File: config.mk
export PLATFORM = sky130hd
export DESIGN_NAME = pwm_setpoint_calculator
export DESIGN_NICKNAME = d
export VERILOG_FILES = /design/src/rtl/pwmsc_pkg.sv /design/src/rtl/pwmsc_divider.sv /design/src/rtl/pwm_setpoint_calculator.sv
export SDC_FILE = /design/constraint.sdc
export NUM_CORES = 2
export LEC_CHECK = 0
export BUFFER_PORTS_ARGS = -buffer_cell sky130_fd_sc_hd__buf_2
export CELL_PAD_IN_SITES_DETAIL_PLACEMENT = 0
export CELL_PAD_IN_SITES_GLOBAL_PLACEMENT = 1
export CORE_ASPECT_RATIO = 1.75
export CORE_UTILIZATION = 45
export DETAILED_ROUTE_END_ITERATION = 8
export MAX_ROUTING_LAYER = met4
export PLACE_DENSITY = 0.78
export SYNTH_ARGS = -nofsm -noshare
export SYNTH_HDL_FRONTEND = slang
export SYNTH_SLANG_ARGS = --single-unit
export TNS_END_PERCENT = 30
File: constraint.sdc
create_clock -name clk_i -period 18.3 [get_ports clk_i]
set_input_delay 1.83 -clock clk_i [delete_from_list [all_inputs] [get_ports clk_i]]
set_output_delay 1.83 -clock clk_i [all_outputs]
set_load 0.02 [all_outputs]
File: src/rtl/pwmsc_pkg.sv
package pwmsc_pkg;

  localparam int unsigned ClkW     = 32;
  localparam int unsigned FreqW    = 32;
  localparam int unsigned DutyW    = 8;
  localparam int unsigned DutyOutW = 7;
  localparam int unsigned ReqFreqW = 20;

  localparam int unsigned DvdW     = 40;
  localparam int unsigned DvsW     = 32;
  localparam int unsigned DivSteps = DvdW;
  localparam int unsigned DivCntW  = $clog2(DivSteps);

  localparam logic [FreqW-1:0] FreqMin  = FreqW'(1);
  localparam logic [FreqW-1:0] FreqMax  = FreqW'(1000000);
  localparam logic [DutyW-1:0] DutyMax  = DutyW'(100);
  localparam logic [DutyW-1:0] DutyHalf = DutyW'(50);

  // reciprocals of 100 for period / 100 and for the small remainder term
  localparam int unsigned    QuoHW          = 26;
  localparam int unsigned    RemHW          = 7;
  localparam int unsigned    LoW            = 14;
  localparam int unsigned    LoProdW        = 2 * LoW;
  localparam int unsigned    RecipHundredSh = 38;
  localparam int unsigned    RecipLowSh     = 20;
  localparam logic [31:0]    RecipHundred   = 32'd2748779070;
  localparam logic [LoW-1:0] RecipLow       = LoW'(10486);

  typedef enum logic [1:0] {
    ST_OK       = 2'd0,
    ST_NOT_INIT = 2'd1,
    ST_BAD_FREQ = 2'd2,
    ST_BAD_DUTY = 2'd3
  } status_e;

  typedef enum logic [3:0] {
    S_IDLE,
    S_CHECK,
    S_PERIOD_WAIT,
    S_PULSE_RECIP,
    S_PULSE_REM,
    S_PULSE_PROD,
    S_PULSE_SUM,
    S_DUTY_MUL,
    S_DUTY_START,
    S_DUTY_WAIT,
    S_FREQ_WAIT,
    S_RESULT
  } state_e;

  typedef struct packed {
    logic            start;
    logic [DvdW-1:0] dividend;
    logic [DvsW-1:0] divisor;
  } div_req_t;

  typedef struct packed {
    logic            done;
    logic [DvdW-1:0] quotient;
  } div_rsp_t;

endpackage

File: src/rtl/pwmsc_divider.sv
module pwmsc_divider (
  input  logic                clk_i,
  input  logic                rst_ni,
  input  pwmsc_pkg::div_req_t req_i,
  output pwmsc_pkg::div_rsp_t rsp_o
);
  import pwmsc_pkg::*;

  localparam logic [DivCntW-1:0] LastStep = DivCntW'(DivSteps - 1);

  logic               busy_q;
  logic               done_q;
  logic [DivCntW-1:0] cnt_q;
  logic [DvsW-1:0]    rem_q;
  logic [DvdW-1:0]    quo_q;
  logic [DvsW-1:0]    dvs_q;

  logic [DvsW:0]      rem_sh;
  logic               ge;
  logic [DvsW:0]      diff;

  assign rem_sh = {rem_q, quo_q[DvdW-1]};
  assign ge     = rem_sh >= {1'b0, dvs_q};
  assign diff   = rem_sh - {1'b0, dvs_q};

  always_ff @(posedge clk_i or negedge rst_ni) begin
    if (!rst_ni) begin
      busy_q <= 1'b0;
      done_q <= 1'b0;
      cnt_q  <= '0;
    end else begin
      done_q <= 1'b0;
      if (req_i.start && !busy_q) begin
        busy_q <= 1'b1;
        cnt_q  <= '0;
      end else if (busy_q) begin
        cnt_q <= cnt_q + DivCntW'(1);
        if (cnt_q == LastStep) begin
          busy_q <= 1'b0;
          done_q <= 1'b1;
        end
      end
    end
  end

  // one quotient bit per cycle, restoring
  always_ff @(posedge clk_i) begin
    if (req_i.start && !busy_q) begin
      rem_q <= '0;
      quo_q <= req_i.dividend;
      dvs_q <= req_i.divisor;
    end else if (busy_q) begin
      rem_q <= ge ? diff[DvsW-1:0] : rem_sh[DvsW-1:0];
      quo_q <= {quo_q[DvdW-2:0], ge};
    end
  end

  assign rsp_o.done     = done_q;
  assign rsp_o.quotient = quo_q;

endmodule

File: src/rtl/pwm_setpoint_calculator.sv
// pwm setpoint calculator
// turns a frequency / duty request into timer period and compare counts,
// using the counter clock held in the configuration register.
// input channel: in_valid_i / in_stall_o with frequency_hz_i and duty_request_i;
// a transaction is taken when valid is high and stall is low.
// output channel: out_valid_o / out_stall_i; one result per request carrying
// the status and the stored setpoint (rejected requests leave it unchanged).
// configuration: cfg_we_i writes cfg_wdata_i as the counter clock; write
// only while no request is in flight.
// a request failing the range checks goes from S_CHECK straight to the result;
// one whose period rounds to zero gives its result after the period division,
// an accepted one after three passes of the shared radix-2 divider plus the
// multiply steps of the compare count.
// one request at a time: in_stall_o stays high from acceptance until the
// result has been taken, so no new request is taken while one is in flight.
// while out_stall_i is high the result is held stable on the output ports.
// reset clears the counter clock, the stored setpoint and the status to zero.
module pwm_setpoint_calculator (
  input  logic                                clk_i,
  input  logic                                rst_ni,
  input  logic                                cfg_we_i,
  input  logic [pwmsc_pkg::ClkW-1:0]          cfg_wdata_i,
  input  logic                                in_valid_i,
  output logic                                in_stall_o,
  input  logic [pwmsc_pkg::FreqW-1:0]         frequency_hz_i,
  input  logic [pwmsc_pkg::DutyW-1:0]         duty_request_i,
  output logic                                out_valid_o,
  input  logic                                out_stall_i,
  output logic [1:0]                          status_o,
  output logic [31:0]                         period_count_o,
  output logic [31:0]                         compare_count_o,
  output logic [31:0]                         actual_frequency_o,
  output logic [pwmsc_pkg::DutyOutW-1:0]      duty_actual_o,
  output logic [pwmsc_pkg::ReqFreqW-1:0]      requested_frequency_o
);
  import pwmsc_pkg::*;

  state_e              state_q, state_d;
  status_e             status_q;
  logic [ClkW-1:0]     clk_hz_q;
  logic [FreqW-1:0]    freq_q;
  logic [DutyW-1:0]    duty_q;
  logic [31:0]         period_w_q;
  logic [31:0]         pulse_w_q;
  logic [DutyOutW-1:0] qduty_w_q;
  logic [DvdW-1:0]     prod_q;
  logic [QuoHW-1:0]    quo_h_q;
  logic [RemHW-1:0]    rem_h_q;
  logic [31:0]         pulse_hi_q;
  logic [LoW-1:0]      pulse_lo_q;

  logic [31:0]         held_period_q;
  logic [31:0]         held_compare_q;
  logic [31:0]         held_freq_q;
  logic [DutyOutW-1:0] held_duty_q;
  logic [ReqFreqW-1:0] held_req_q;

  div_req_t            div_req;
  div_rsp_t            div_rsp;
  status_e             check_status;
  logic                check_err;

  logic [63:0]         recip_prod;
  logic [31:0]         hund_x100;
  logic [31:0]         rem_full;
  logic [LoProdW-1:0]  lo_prod;

  pwmsc_divider u_div (
    .clk_i  (clk_i),
    .rst_ni (rst_ni),
    .req_i  (div_req),
    .rsp_o  (div_rsp)
  );

  always_comb begin
    check_status = ST_OK;
    if (clk_hz_q == '0) begin
      check_status = ST_NOT_INIT;
    end else if (freq_q < FreqMin || freq_q > FreqMax) begin
      check_status = ST_BAD_FREQ;
    end else if (duty_q > DutyMax) begin
      check_status = ST_BAD_DUTY;
    end
  end

  assign check_err = (check_status != ST_OK);

  // period split as 100 * quotient + remainder for the compare count
  assign recip_prod = 64'(period_w_q) * 64'(RecipHundred);
  assign hund_x100  = (32'(quo_h_q) << 6) + (32'(quo_h_q) << 5) + (32'(quo_h_q) << 2);
  assign rem_full   = period_w_q - hund_x100;
  assign lo_prod    = LoProdW'(pulse_lo_q) * LoProdW'(RecipLow);

  always_ff @(posedge clk_i or negedge rst_ni) begin
    if (!rst_ni) begin
      state_q <= S_IDLE;
    end else begin
      state_q <= state_d;
    end
  end

  always_comb begin
    state_d          = state_q;
    div_req.start    = 1'b0;
    div_req.dividend = '0;
    div_req.divisor  = '0;
    case (state_q)
      S_IDLE: begin
        if (in_valid_i) begin
          state_d = S_CHECK;
        end
      end
      S_CHECK: begin
        if (check_err) begin
          state_d = S_RESULT;
        end else begin
          div_req.start    = 1'b1;
          div_req.dividend = DvdW'(clk_hz_q) + DvdW'(freq_q >> 1);
          div_req.divisor  = DvsW'(freq_q);
          state_d          = S_PERIOD_WAIT;
        end
      end
      S_PERIOD_WAIT: begin
        if (div_rsp.done) begin
          state_d = (div_rsp.quotient == '0) ? S_RESULT : S_PULSE_RECIP;
        end
      end
      S_PULSE_RECIP: state_d = S_PULSE_REM;
      S_PULSE_REM: state_d = S_PULSE_PROD;
      S_PULSE_PROD: state_d = S_PULSE_SUM;
      S_PULSE_SUM: state_d = S_DUTY_MUL;
      S_DUTY_MUL: state_d = S_DUTY_START;
      S_DUTY_START: begin
        div_req.start    = 1'b1;
        div_req.dividend = prod_q + DvdW'(period_w_q >> 1);
        div_req.divisor  = period_w_q;
        state_d          = S_DUTY_WAIT;
      end
      S_DUTY_WAIT: begin
        if (div_rsp.done) begin
          div_req.start    = 1'b1;
          div_req.dividend = DvdW'(clk_hz_q);
          div_req.divisor  = period_w_q;
          state_d          = S_FREQ_WAIT;
        end
      end
      S_FREQ_WAIT: begin
        if (div_rsp.done) begin
          state_d = S_RESULT;
        end
      end
      S_RESULT: begin
        if (!out_stall_i) begin
          state_d = S_IDLE;
        end
      end
      default: state_d = S_IDLE;
    endcase
  end

  always_ff @(posedge clk_i or negedge rst_ni) begin
    if (!rst_ni) begin
      clk_hz_q <= '0;
    end else if (cfg_we_i) begin
      clk_hz_q <= cfg_wdata_i;
    end
  end

  // stored setpoint and status
  always_ff @(posedge clk_i or negedge rst_ni) begin
    if (!rst_ni) begin
      status_q       <= ST_OK;
      held_period_q  <= '0;
      held_compare_q <= '0;
      held_freq_q    <= '0;
      held_duty_q    <= '0;
      held_req_q     <= '0;
    end else begin
      case (state_q)
        S_CHECK: begin
          if (check_err) begin
            status_q <= check_status;
          end
        end
        S_PERIOD_WAIT: begin
          if (div_rsp.done && div_rsp.quotient == '0) begin
            status_q <= ST_BAD_FREQ;
          end
        end
        S_FREQ_WAIT: begin
          if (div_rsp.done) begin
            status_q       <= ST_OK;
            held_period_q  <= period_w_q;
            held_compare_q <= pulse_w_q;
            held_freq_q    <= div_rsp.quotient[31:0];
            held_duty_q    <= qduty_w_q;
            held_req_q     <= freq_q[ReqFreqW-1:0];
          end
        end
        default: ;
      endcase
    end
  end

  // working registers
  always_ff @(posedge clk_i) begin
    if (state_q == S_IDLE && in_valid_i) begin
      freq_q <= frequency_hz_i;
      duty_q <= duty_request_i;
    end
    if (state_q == S_PERIOD_WAIT && div_rsp.done) begin
      period_w_q <= div_rsp.quotient[31:0];
    end
    if (state_q == S_PULSE_RECIP) begin
      quo_h_q <= recip_prod[RecipHundredSh +: QuoHW];
    end
    if (state_q == S_PULSE_REM) begin
      rem_h_q <= rem_full[RemHW-1:0];
    end
    if (state_q == S_PULSE_PROD) begin
      pulse_hi_q <= 32'(quo_h_q) * 32'(duty_q);
      pulse_lo_q <= LoW'(rem_h_q) * LoW'(duty_q) + LoW'(DutyHalf);
    end
    if (state_q == S_PULSE_SUM) begin
      pulse_w_q <= pulse_hi_q + 32'(lo_prod[RecipLowSh +: RemHW]);
    end
    if (state_q == S_DUTY_MUL) begin
      // times 100 as 64 + 32 + 4
      prod_q <= (DvdW'(pulse_w_q) << 6) + (DvdW'(pulse_w_q) << 5) + (DvdW'(pulse_w_q) << 2);
    end
    if (state_q == S_DUTY_WAIT && div_rsp.done) begin
      qduty_w_q <= div_rsp.quotient[DutyOutW-1:0];
    end
  end

  assign in_stall_o            = (state_q != S_IDLE);
  assign out_valid_o           = (state_q == S_RESULT);
  assign status_o              = status_q;
  assign period_count_o        = held_period_q;
  assign compare_count_o       = held_compare_q;
  assign actual_frequency_o    = held_freq_q;
  assign duty_actual_o         = held_duty_q;
  assign requested_frequency_o = held_req_q;

`ifndef SYNTH
  a_busy_while_result: assert property (@(posedge clk_i) disable iff (!rst_ni)
    out_valid_o |-> in_stall_o)
    else $error("input taken while a result is pending");

  a_accept_to_check: assert property (@(posedge clk_i) disable iff (!rst_ni)
    (in_valid_i && !in_stall_o) |=> state_q == S_CHECK)
    else $error("accepted transaction not checked");

  a_div_done_in_wait: assert property (@(posedge clk_i) disable iff (!rst_ni)
    div_rsp.done |-> (state_q == S_PERIOD_WAIT || state_q == S_DUTY_WAIT ||
                      state_q == S_FREQ_WAIT))
    else $error("divider finished outside a wait state");

  a_result_held: assert property (@(posedge clk_i) disable iff (!rst_ni)
    (out_valid_o && out_stall_i) |=> (out_valid_o && $stable(status_o) &&
                                      $stable(period_count_o)))
    else $error("stalled result changed");
`endif

endmodule
==> results_dict.tcl <==
set metrics [dict create \
    status "completed" \
    drc 0 \
    path_clk_slew_ps 70 \
    holdPathEnd "duty_actual_o[3]" \
    regArea_mm2 0.01385 \
    yosysTopAreaCell "fa_1" \
    p_total_mw 8.213 \
    worstSkewPairLatency_ps 670 \
    vias 37560 \
    crit_path_start_kind "flip-flop" \
    rsz0062_at_grt "no" \
    path_class "flip-flop to flip-flop" \
    hold_depth 1 \
    post_drt_via_cell_ratio 5.549 \
    cts_setup_buffers 0 \
    end_kind "flip-flop" \
    syn_inst 5002 \
    start_util_pct 45.52 \
    synth_edf_count 299 \
    fin_skew_ps 47.83 \
    hold_class "flip-flop to flip-flop" \
    timing.hold.ws_ps 483.7 \
    period_minus_slack_ps 8460 \
    gp_congestion 1.001 \
    finalHoldViolCount 0 \
    final_cell_mix "inv_1 (1,016), ha_1 (708), fa_1 (659)" \
    fmax_mhz 118.2 \
    syn-num-nets 6446 \
    grt_pass1_vias 40380 \
    row_count 166 \
    dr.pass1.iters 7 \
    slew_viol_final 0 \
    synth_top_area_share_pct 24.74 \
    drive_gt1_share_pct 9.992 \
    ctsResizeCount 0 \
    synth.yosys.warnings 0 \
    wl_per_cell_um 23.23 \
    clk_path_buf_depth 3 \
    cts_tree "built" \
    hpwl_mm 130.7 \
    async_flop_share_pct 33.80 \
    cts_made_buffers 53 \
    synth_seq_area_share_pct 25.97 \
    syn-cell-area_mm2 0.05333 \
    fin_setup_tns_ps 0 \
    final_antenna_net_count 0 \
    crit_arrival_ps 8860 \
    synth-main-ff-cell "edfxtp_1" \
    grt_pass1_wl_mm 243.4 \
    htreeDepth 2 \
    grt_max_degree 105 \
    wl_mm 157.3 \
    slew_headroom_pct 21.21 \
    die_h_um 457.4 \
    period_share_pct 46.23 \
    reg2reg_to "quo_h_q[21]" \
    drtIter0Drc 2187 \
    power_density_mw_per_mm2 141.3 \
    synth-seq-cells 500 \
    tightest_slew_ps 1179 \
    synth_cell_types 81 \
    reg2reg_depth 23 \
    peakVddDrop_uv 253.3 \
    crit_fanout 13 \
    syn_to_final_growth_pct 9.033 \
    critPathRequiredTime_ps 18700 \
    postCtsHoldBufs 0 \
    finalSetupViolCount 0 \
    core_mm2 0.1171 \
    grtUsageTotal_pct 27.70 \
    synth.avg_cell_area_um2 10.66 \
    dpl.cell_count 6666 \
    fin_cells 6769 \
    p_leak_nw 28.61 \
    overflow 0 \
    reg2reg_slack_ps 9840 \
    hold_start "qduty_w_q[3]" \
    dieArea_mm2 0.1199 \
    cts_root_buf "clkbuf_16" \
    io_buffers 203 \
    rr_startpoint "period_w_q[21]" \
    fillers 10830 \
    die_w_um 262.2 \
    synth_area_leaders "fa_1 (25%), edfxtp_1 (17%), ha_1 (17%), dfrtp_1 (7.9%), inv_1 (7.2%)" \
    ios 204 \
    antenna_found_initial 6 \
    multiInputGateArea_mm2 0.03538 \
    final_common_cell "inv_1" \
    finalNetCount 6653 \
    cap_viol_max_count 0 \
    cts_sinks 500 \
]
==> Yosys cell counts (all sizes together), types with 21 or more instances <==
master  number
a211oi      26
a21o       102
a21oi      170
a22o        29
a31oi       32
and2       144
and3        33
clkbuf      79
dfrtp      169
dfxtp       32
edfxtp     299
fa         659
ha         708
inv       1016
mux2       157
mux2i       25
nand2      306
nand2b      36
nand3       43
nand4       32
nor2       149
nor2b       21
nor3        46
nor4        30
o211ai      22
o21a        28
o21ai      163
o21bai      31
xnor2      152
xor2        75
==> layout make-up <==
cell class | count | area share [%]
multi-input combinational | 3393 | 60.85
sequential | 500 | 23.82
inverter | 1017 | 6.566
tap | 1512 | 3.254
clock buffer | 66 | 2.473
timing repair buffer | 244 | 2.292
clock inverter | 34 | 0.7338
antenna | 3 | 0.01291
==> power by group <==
part | total [mW] | internal (mW) | switching (mW)
Combinational | 5.11 | 2.14 | 2.97
Clock | 1.17 | 0.645 | 0.523
Sequential | 1.93 | 1.65 | 0.285
==> state kept, by name, summed over array words and instances, names as in the netlist, 32 cells and up <==
register and flops:
actual_frequency_o 32, period_count_o 32, u_div.rem_q 32, u_div.dvs_q 32, compare_count_o 32, clk_hz_q 32, pulse_hi_q 32, freq_q 32
u_div.quo_q 40, prod_q 37, period_w_q 32, pulse_w_q 32
==> critical path, stage by stage (launching register included) <==
cell       delay [ps]
edfxtp_1          970
fa_1              590
inv_1              90
fa_1              470
fa_1              770
inv_1             110
fa_1              500
fa_1              560
inv_1              50
fa_1              490
inv_1              50
fa_1              440
ha_1              330
a21oi_1           210
o22ai_1           100
a2111oi_0         510
buf_4             200
o221ai_1          200
o211ai_1          510
nand2_1           170
a21oi_1           330
o2bb2ai_1         250
o21bai_1          120
xor2_1            150
==> cell families after synthesis <==
group	synth area share, %
AOI/OAI and AO/OA	9.169
xor gates and xnor gates	3.728
adders and majority gates	41.35
buffers and inverters	7.823
DFF	25.97
muxes	3.785
and+or+nand+nor	8.175
==> per-layer routing <==
| layer | part of all wire (%) | track usage (%) |
|---|---|---|
| met1 | 36 | 29.24 |
| met2 | 53 | 50.17 |
| met3 | 3.8 | 2.634 |
| met4 | 7.1 | 16.15 |
| met5 | 0 | - |
==> how the worst max path moves through the flow <==
stage	startpoint	to	depth (start not counted)
4_1_cts	period_w_q[12]	quo_h_q[25]	23
3_5_place_dp	period_w_q[12]	quo_h_q[25]	23
2_1_floorplan	period_w_q[16]	quo_h_q[25]	23
3_3_place_gp	period_w_q[12]	quo_h_q[17]	23
5_1_grt	period_w_q[12]	quo_h_q[25]	23
6_report	period_w_q[21]	quo_h_q[21]	23
==> stage by stage <==
stage | utilization [%] | worst slack [ps] | instance area (um2)
detailed placement | 48.04 | 9689 | 56270
floorplan | - | 11400 | 53330
CTS | 49.63 | 9645 | 58140
global placement | 48.04 | 9807 | 56270
finish | 49.63 | 9840 | 58140
global route | 49.63 | 9418 | 58140
(Power assumes the default switching activity.)
